[config.mk]
export PLATFORM = sky130hd
export DESIGN_NAME = coalescing_request_queue
export DESIGN_NICKNAME = d
export VERILOG_FILES = /design/src/design/crq_pkg.sv /design/src/design/coalescing_request_queue.sv
export VERILOG_INCLUDE_DIRS = /design/src /design/src/design
export SDC_FILE = /design/constraint.sdc
export NUM_CORES = 2
export LEC_CHECK = 0
export BUFFER_PORTS_ARGS = -buffer_cell sky130_fd_sc_hd__buf_4
export CAP_MARGIN = 20
export CORE_UTILIZATION = 42
export DETAILED_ROUTE_END_ITERATION = 12
export MAX_ROUTING_LAYER = met4
export SLEW_MARGIN = 20
export SYNTH_ARGS = -nofsm -noshare
export SYNTH_HDL_FRONTEND = slang
export SYNTH_SLANG_ARGS = --single-unit
[constraint.sdc]
create_clock -name clk -period 8.6 [get_ports clk]
set_input_delay 1.72 -clock clk [delete_from_list [all_inputs] [get_ports clk]]
set_output_delay 1.72 -clock clk [all_outputs]
set_load 0.05 [all_outputs]
[src/design/coalescing_request_queue_macros.svh]
// ----------------------------------------------------------------------------
// coalescing request queue assertion macros
// shared concurrent assertion forms, clocked on rising edge, reset masked
// ----------------------------------------------------------------------------
`ifndef COALESCING_REQUEST_QUEUE_MACROS_SVH
`define COALESCING_REQUEST_QUEUE_MACROS_SVH

// same-cycle implication
`define CRQ_ASSERT_IMP(label, clk, rst_n, ante, cons, msg) \
  label: assert property (@(posedge clk) disable iff (!rst_n) (ante) |-> (cons)) \
    else $error(msg);

// next-cycle implication
`define CRQ_ASSERT_NXT(label, clk, rst_n, ante, cons, msg) \
  label: assert property (@(posedge clk) disable iff (!rst_n) (ante) |=> (cons)) \
    else $error(msg);

`endif

[src/design/crq_pkg.sv]
// ----------------------------------------------------------------------------
// crq_pkg
// sizes, command and status codes and helpers of the coalescing request queue
// ----------------------------------------------------------------------------
package crq_pkg;

  localparam int QUEUE_DEPTH = 16;
  localparam int KEY_BITS    = 64;

  localparam int IDX_W = (QUEUE_DEPTH > 1) ? $clog2(QUEUE_DEPTH) : 1;
  localparam int CNT_W = $clog2(QUEUE_DEPTH + 1);

  localparam int CMD_W = 2;
  localparam int STS_W = 3;
  localparam int OCC_W = 5;
  localparam int CFG_W = 5;
  localparam int KEY_W = 64;

  localparam logic [CFG_W-1:0] CAP_LIMIT_RST = 5'd16;

  typedef enum logic [CMD_W-1:0] {
    CMD_ENQ   = 2'd0,
    CMD_TAKE  = 2'd1,
    CMD_DRAIN = 2'd2
  } cmd_t;

  typedef enum logic [STS_W-1:0] {
    ST_ENQUEUED  = 3'd0,
    ST_COALESCED = 3'd1,
    ST_DROPPED   = 3'd2,
    ST_TAKEN     = 3'd3,
    ST_EMPTY     = 3'd4
  } status_t;

  typedef enum logic [1:0] {
    S_IDLE,
    S_RD,
    S_CMP,
    S_TAKE
  } state_t;

  // ring pointer advance with wrap at the queue depth
  function automatic logic [IDX_W-1:0] next_slot(input logic [IDX_W-1:0] i);
    return (i == IDX_W'(QUEUE_DEPTH - 1)) ? '0 : i + 1'b1;
  endfunction

endpackage

[src/design/coalescing_request_queue.sv]
// drop, drain, empty take and enqueue into an empty queue strobe their result
//   in the cycle after the start transfer; a take reads the head, then strobes from S_TAKE
// an enqueue into a non-empty queue walks the waiting keys through one comparator,
//   a memory read (S_RD) then a compare (S_CMP) per key, until a match or the last key
// throughput: one command at a time; busy drops in the strobe cycle, receiver cannot stall
// reset (rst_n low, synchronous): queue empty, accepting enqueues, capacity limit 16
// ----------------------------------------------------------------------------
// coalescing_request_queue
// bounded fifo of request keys; a key already waiting is coalesced, not stored
// twice. take pops the oldest key, drain stops further enqueues
// ----------------------------------------------------------------------------
`include "coalescing_request_queue_macros.svh"

module coalescing_request_queue
  import crq_pkg::*;
(
  input  logic             clk,
  input  logic             rst_n,
  // command channel
  input  logic             start,
  output logic             busy,
  input  logic [CMD_W-1:0] in_cmd,
  input  logic             in_key_present,
  input  logic [KEY_W-1:0] in_key,
  // result channel
  output logic             out_strobe,
  output logic [STS_W-1:0] out_status,
  output logic [KEY_W-1:0] out_taken_key,
  output logic [OCC_W-1:0] out_occupancy,
  // configuration
  input  logic             cfg_we,
  input  logic [CFG_W-1:0] cfg_wdata
);

  // key storage, read data registered
  logic [KEY_BITS-1:0] mem [QUEUE_DEPTH];
  logic [KEY_BITS-1:0] rd_data_r;
  logic [IDX_W-1:0]    rd_addr;
  logic                wr_en;
  logic [KEY_BITS-1:0] wr_data;

  // control state
  state_t           state_r, state_nxt;
  logic [IDX_W-1:0] head_r, head_nxt;
  logic [IDX_W-1:0] tail_r, tail_nxt;
  logic [CNT_W-1:0] count_r, count_nxt;
  logic             accepting_r, accepting_nxt;
  logic [CFG_W-1:0] cap_limit_r;

  // scan walker
  logic [IDX_W-1:0]    scan_ptr_r, scan_ptr_nxt;
  logic [CNT_W-1:0]    left_r, left_nxt;
  logic [KEY_BITS-1:0] key_r, key_nxt;

  // result registers
  logic                out_strobe_r;
  status_t             out_status_r;
  logic [KEY_W-1:0]    out_taken_key_r;
  logic [OCC_W-1:0]    out_occupancy_r;
  logic                res_valid;
  status_t             res_status;
  logic [KEY_W-1:0]    res_taken;

  // decode
  logic acc;
  cmd_t cmd_in;
  logic full;
  logic scan_need;
  logic take_need;
  logic hit;
  logic last;

  assign busy      = (state_r != S_IDLE);
  assign acc       = start && !busy;
  assign cmd_in    = cmd_t'(in_cmd);
  // capacity above the depth acts as the depth
  assign full      = (32'(count_r) >= 32'(cap_limit_r)) || (32'(count_r) >= QUEUE_DEPTH);
  assign scan_need = acc && (cmd_in == CMD_ENQ) && in_key_present && accepting_r
                     && (count_r != '0);
  assign take_need = acc && (cmd_in == CMD_TAKE) && (count_r != '0);
  // the one shared comparator
  assign hit       = (rd_data_r == key_r);
  assign last      = (left_r == CNT_W'(1));

  // read port: scan pointer while walking, else the head for a take
  assign rd_addr = (state_r == S_RD) ? scan_ptr_r : head_r;

  always_ff @(posedge clk) begin
    if (wr_en) begin
      mem[tail_r] <= wr_data;
    end
    rd_data_r <= mem[rd_addr];
  end

  // next state
  always_comb begin
    state_nxt = state_r;
    case (state_r)
      S_IDLE: begin
        if (scan_need) begin
          state_nxt = S_RD;
        end else if (take_need) begin
          state_nxt = S_TAKE;
        end
      end
      S_RD:   state_nxt = S_CMP;
      S_CMP: begin
        if (hit || last) begin
          state_nxt = S_IDLE;
        end else begin
          state_nxt = S_RD;
        end
      end
      S_TAKE: state_nxt = S_IDLE;
      default: state_nxt = S_IDLE;
    endcase
  end

  // datapath and results
  always_comb begin
    head_nxt      = head_r;
    tail_nxt      = tail_r;
    count_nxt     = count_r;
    accepting_nxt = accepting_r;
    scan_ptr_nxt  = scan_ptr_r;
    left_nxt      = left_r;
    key_nxt       = key_r;
    wr_en         = 1'b0;
    wr_data       = key_r;
    res_valid     = 1'b0;
    res_status    = ST_DROPPED;
    res_taken     = '0;
    case (state_r)
      S_IDLE: begin
        if (acc) begin
          case (cmd_in)
            CMD_ENQ: begin
              if (!in_key_present || !accepting_r) begin
                res_valid = 1'b1;
              end else if (count_r == '0) begin
                // nothing waiting, no walk needed
                res_valid = 1'b1;
                if (!full) begin
                  wr_en      = 1'b1;
                  wr_data    = in_key[KEY_BITS-1:0];
                  tail_nxt   = next_slot(tail_r);
                  count_nxt  = count_r + 1'b1;
                  res_status = ST_ENQUEUED;
                end
              end else begin
                key_nxt      = in_key[KEY_BITS-1:0];
                scan_ptr_nxt = head_r;
                left_nxt     = count_r;
              end
            end
            CMD_TAKE: begin
              if (count_r == '0) begin
                res_valid  = 1'b1;
                res_status = ST_EMPTY;
              end
            end
            CMD_DRAIN: begin
              accepting_nxt = 1'b0;
              res_valid     = 1'b1;
            end
            default: begin
              res_valid = 1'b1;
            end
          endcase
        end
      end
      S_RD: begin
      end
      S_CMP: begin
        if (hit) begin
          res_valid  = 1'b1;
          res_status = ST_COALESCED;
        end else if (last) begin
          // not waiting: capacity check, then append at the tail
          res_valid = 1'b1;
          if (!full) begin
            wr_en      = 1'b1;
            tail_nxt   = next_slot(tail_r);
            count_nxt  = count_r + 1'b1;
            res_status = ST_ENQUEUED;
          end
        end else begin
          scan_ptr_nxt = next_slot(scan_ptr_r);
          left_nxt     = left_r - 1'b1;
        end
      end
      S_TAKE: begin
        res_valid  = 1'b1;
        res_status = ST_TAKEN;
        res_taken  = KEY_W'(rd_data_r);
        head_nxt   = next_slot(head_r);
        count_nxt  = count_r - 1'b1;
      end
      default: begin
      end
    endcase
  end

  always_ff @(posedge clk) begin
    if (!rst_n) begin
      state_r      <= S_IDLE;
      head_r       <= '0;
      tail_r       <= '0;
      count_r      <= '0;
      accepting_r  <= 1'b1;
      cap_limit_r  <= CAP_LIMIT_RST;
      scan_ptr_r   <= '0;
      left_r       <= '0;
      out_strobe_r <= 1'b0;
    end else begin
      state_r      <= state_nxt;
      head_r       <= head_nxt;
      tail_r       <= tail_nxt;
      count_r      <= count_nxt;
      accepting_r  <= accepting_nxt;
      scan_ptr_r   <= scan_ptr_nxt;
      left_r       <= left_nxt;
      out_strobe_r <= res_valid;
      if (cfg_we) begin
        cap_limit_r <= cfg_wdata;
      end
    end
  end

  // payload registers, no reset
  always_ff @(posedge clk) begin
    key_r <= key_nxt;
    if (res_valid) begin
      out_status_r    <= res_status;
      out_taken_key_r <= res_taken;
      out_occupancy_r <= OCC_W'(count_nxt);
    end
  end

  assign out_strobe    = out_strobe_r;
  assign out_status    = out_status_r;
  assign out_taken_key = out_taken_key_r;
  assign out_occupancy = out_occupancy_r;

  // assertions
  `CRQ_ASSERT_IMP(a_count_bound, clk, rst_n, 1'b1, 32'(count_r) <= QUEUE_DEPTH,
    "waiting count exceeds queue depth")
  `CRQ_ASSERT_NXT(a_take_empty, clk, rst_n,
    start && !busy && (in_cmd == CMD_TAKE) && (count_r == '0),
    out_strobe && (out_status == ST_EMPTY), "take on empty queue not reported")
  `CRQ_ASSERT_IMP(a_strobe_cause, clk, rst_n, out_strobe,
    $past(state_r != S_IDLE) || $past(start), "result strobe without a command")
  `CRQ_ASSERT_IMP(a_drain_only, clk, rst_n, $fell(accepting_r),
    $past(start && !busy && (in_cmd == CMD_DRAIN)), "accepting cleared without drain")

endmodule
==> results.toml <==
[run_status]
status = "finished clean"

[die]
io_pins = 150
core_area_sq_um = 114000
die_area_sq_um = 116000
dieWidth_um = 341
rows = 124
die_y_um = 341
initial_core_util_pct = 42.3

[final_layout]
final_nets = 2688
fin_area_sq_um = 55500
syn_to_final_growth_pct = 14.7
drive_gt1_share_pct = 26.7

[sta]
max_slew_margin_pct = 22.5
rsz0062_at_grt = "no"
period_needed_ns = 4.82
hold_violations = 0
period_share_pct = 56.1
max_freq_ghz = 0.207
setup_viol = 0
fin_tns_setup_ns = 0
drv_slew = 0
worst_pin_slew_ns = 1.16
finClkSkew_ns = 0.0306

[setup_path]
critPathArrivalTime_ns = 5.17
critPathKind = "flop to flop"
r2r_cells = 6
critPathCaptureType = "flop"
cp_max_fo = 82
cp-start-kind = "flop"
required_ns = 8.95

[global_routing]
antenna_found_initial = 3
grtUsageTotal_pct = 21.0
grt_pass1_wl_mm = 172
globalRouteOverflowTotal = 0
grt_max_degree = 146
grt_pass1_vias = 24900

[yosys]
ys_types = 55
synthTopCellsByArea = "edfxtp_1 72%, mux4_2 12%, dfxtp_1 3.9%, mux2_2 1.5%, nand2_1 1.2%"
yosys.cell_count.top_type = "edfxtp_1"
ys_async_sr_fraction_pct = 0
yosysTopAreaCell = "edfxtp_1"
synth.net_count = 2509
synth_seq_cells = 1255
synthTopCellsByCount = "1,160 x edfxtp_1, 256 x mux4_2, 159 x nand2_1"
synth_area_sq_um = 48400
synth-main-ff-cell = "edfxtp_1"
avgSynthCellArea_sq_um = 20.0
synth_cells = 2418
synth_edf_count = 1160
netlist.area_leader.share_pct = 72.0
yosysWarningCount = 0
synth_seq_area_share_pct = 76.0

[clock_network]
postCtsSetupBuffers = 0
holdBufCountCts = 0
cts.sinks = 1255
cts_root_buf = "clkbuf_16"
clk_path_buf_depth = 3
cts-resized-gates = 0
cts_tree = "built"
clock_latency_ns = 0.74
cts.clk_slew.worst_paths_ns = 0.06
cts_buffers = 131
cts_max_level = 4

[placed_design]
dp_hpwl_mm = 67.5
placed_cell_area_sq_um = 51100
place.port_buffers = 149
gp_congestion = 0.768

[worst_hold_path]
hp-class = "flop to flop"
holdPathStages = 2

[drt]
wirelength_mm = 118
vias_per_cell = 5.66
initialDrtViolationCount = 2288
vias = 23900
wl_per_cell_um = 27.9
dr.pass1.iters = 7
ant_nets = 0
drc = 0

[power]
power.density_nw_per_um2 = 232
max-vdd-ir-drop_uv = 141
leakagePower_nw = 18.6

[run]
cap_violations = 0
sequential cells by signal, summed over array words and instances (netlist names):
register / count
scan_ptr_r: 4
key_r: 64
rd_data_r: 64
cap_limit_r: 5
accepting_r: 1
left_r: 5
out_taken_key: 64
out_strobe: 1
mem: 1024
state_r: 2
count_r: 5
out_occupancy: 5
out_status: 3
tail_r: 4
head_r: 4
placed cells by master, fill, tap and decap left out, drive strengths merged, types with 14 or more instances in the layout:
master,instances
edfxtp,1160
mux4,256
clkbuf,187
buf,182
nand2,159
dfxtp,95
and3,82
and2,72
a31oi,67
a211oi,66
xor2,65
mux2,65
clkinv,37
nor2,27
inv,20
nor4,19
ha,15
a21oi,14
mux2i,14
worst max-delay path, cell delays in order (launching register included):
cell       delay, ns
dfxtp_4         1.01
nand2b_1        0.60
or4_1           0.57
nor2_1          0.13
a2bb2oi_2       0.61
and3_4          0.62
buf_4           0.76
report_power, final:
| part | internal [mW] | total [mW] | switching [mW] | leakage [nW] |
|---|---|---|---|---|
| Sequential | 6.70 | 6.75 | 0.0478 | 11.3 |
| Clock | 3.29 | 5.65 | 2.36 | 2.10 |
| Combinational | 0.134 | 0.466 | 0.332 | 5.21 |
metrics by stage:
| stage | setup slack [ns] | utilization (%) | hold slack [ns] | power, mW | std cells |
|---|---|---|---|---|---|
| after floorplan | 2.29 | - | 0.415 | 7.15 | 2418 |
| after global placement | 3.52 | 44.8 | 0.432 | 7.34 | 3976 |
| after detailed placement | 3.57 | 44.8 | 0.451 | 7.35 | 3976 |
| after CTS | 3.73 | 48.6 | 0.459 | 13.0 | 4217 |
| after global routing | 3.53 | 48.6 | 0.490 | 13.2 | 4217 |
| final | 3.78 | 48.6 | 0.451 | 12.9 | 4222 |
final timing paths:
kind                                  start     endpoint  slack (ns)
worst max-delay path             state_r[1]   mem[1][50]        3.78
worst min-delay path            accepting_r  accepting_r        0.45
worst max register to register   state_r[1]   mem[1][50]        3.78
worst min register to register  accepting_r  accepting_r        0.45
cell type report:
cell class,count,area [sq um]
fill,9324,58700
sequential,1255,36700
multi-input combinational,1011,11000
clock buffer,187,3680
tap,1512,1890
timing repair buffer,182,1430
clock inverter,54,656
inverter,16,61.3
antenna,5,12.5
per-layer routing:
layer	GRT usage, %	vias up	wire, um
li1	-	10200	-
met1	27.4	12800	49400
met2	34.7	791	60200
met3	3.17	141	6300
met4	4.84	0	1700
met5	-	-	0
cells by family after synthesis:
| group | Yosys count | synth area share, % |
|---|---|---|
| compound gates | 192 | 2.79 |
| fa+ha+maj | 15 | 0.388 |
| mux | 335 | 13.8 |
| flops | 1255 | 76.0 |
| xor+xnor | 67 | 1.21 |
| buf+inv | 152 | 1.63 |
| simple gates | 402 | 4.25 |
Note: power is estimated with default switching activity, not from simulation.
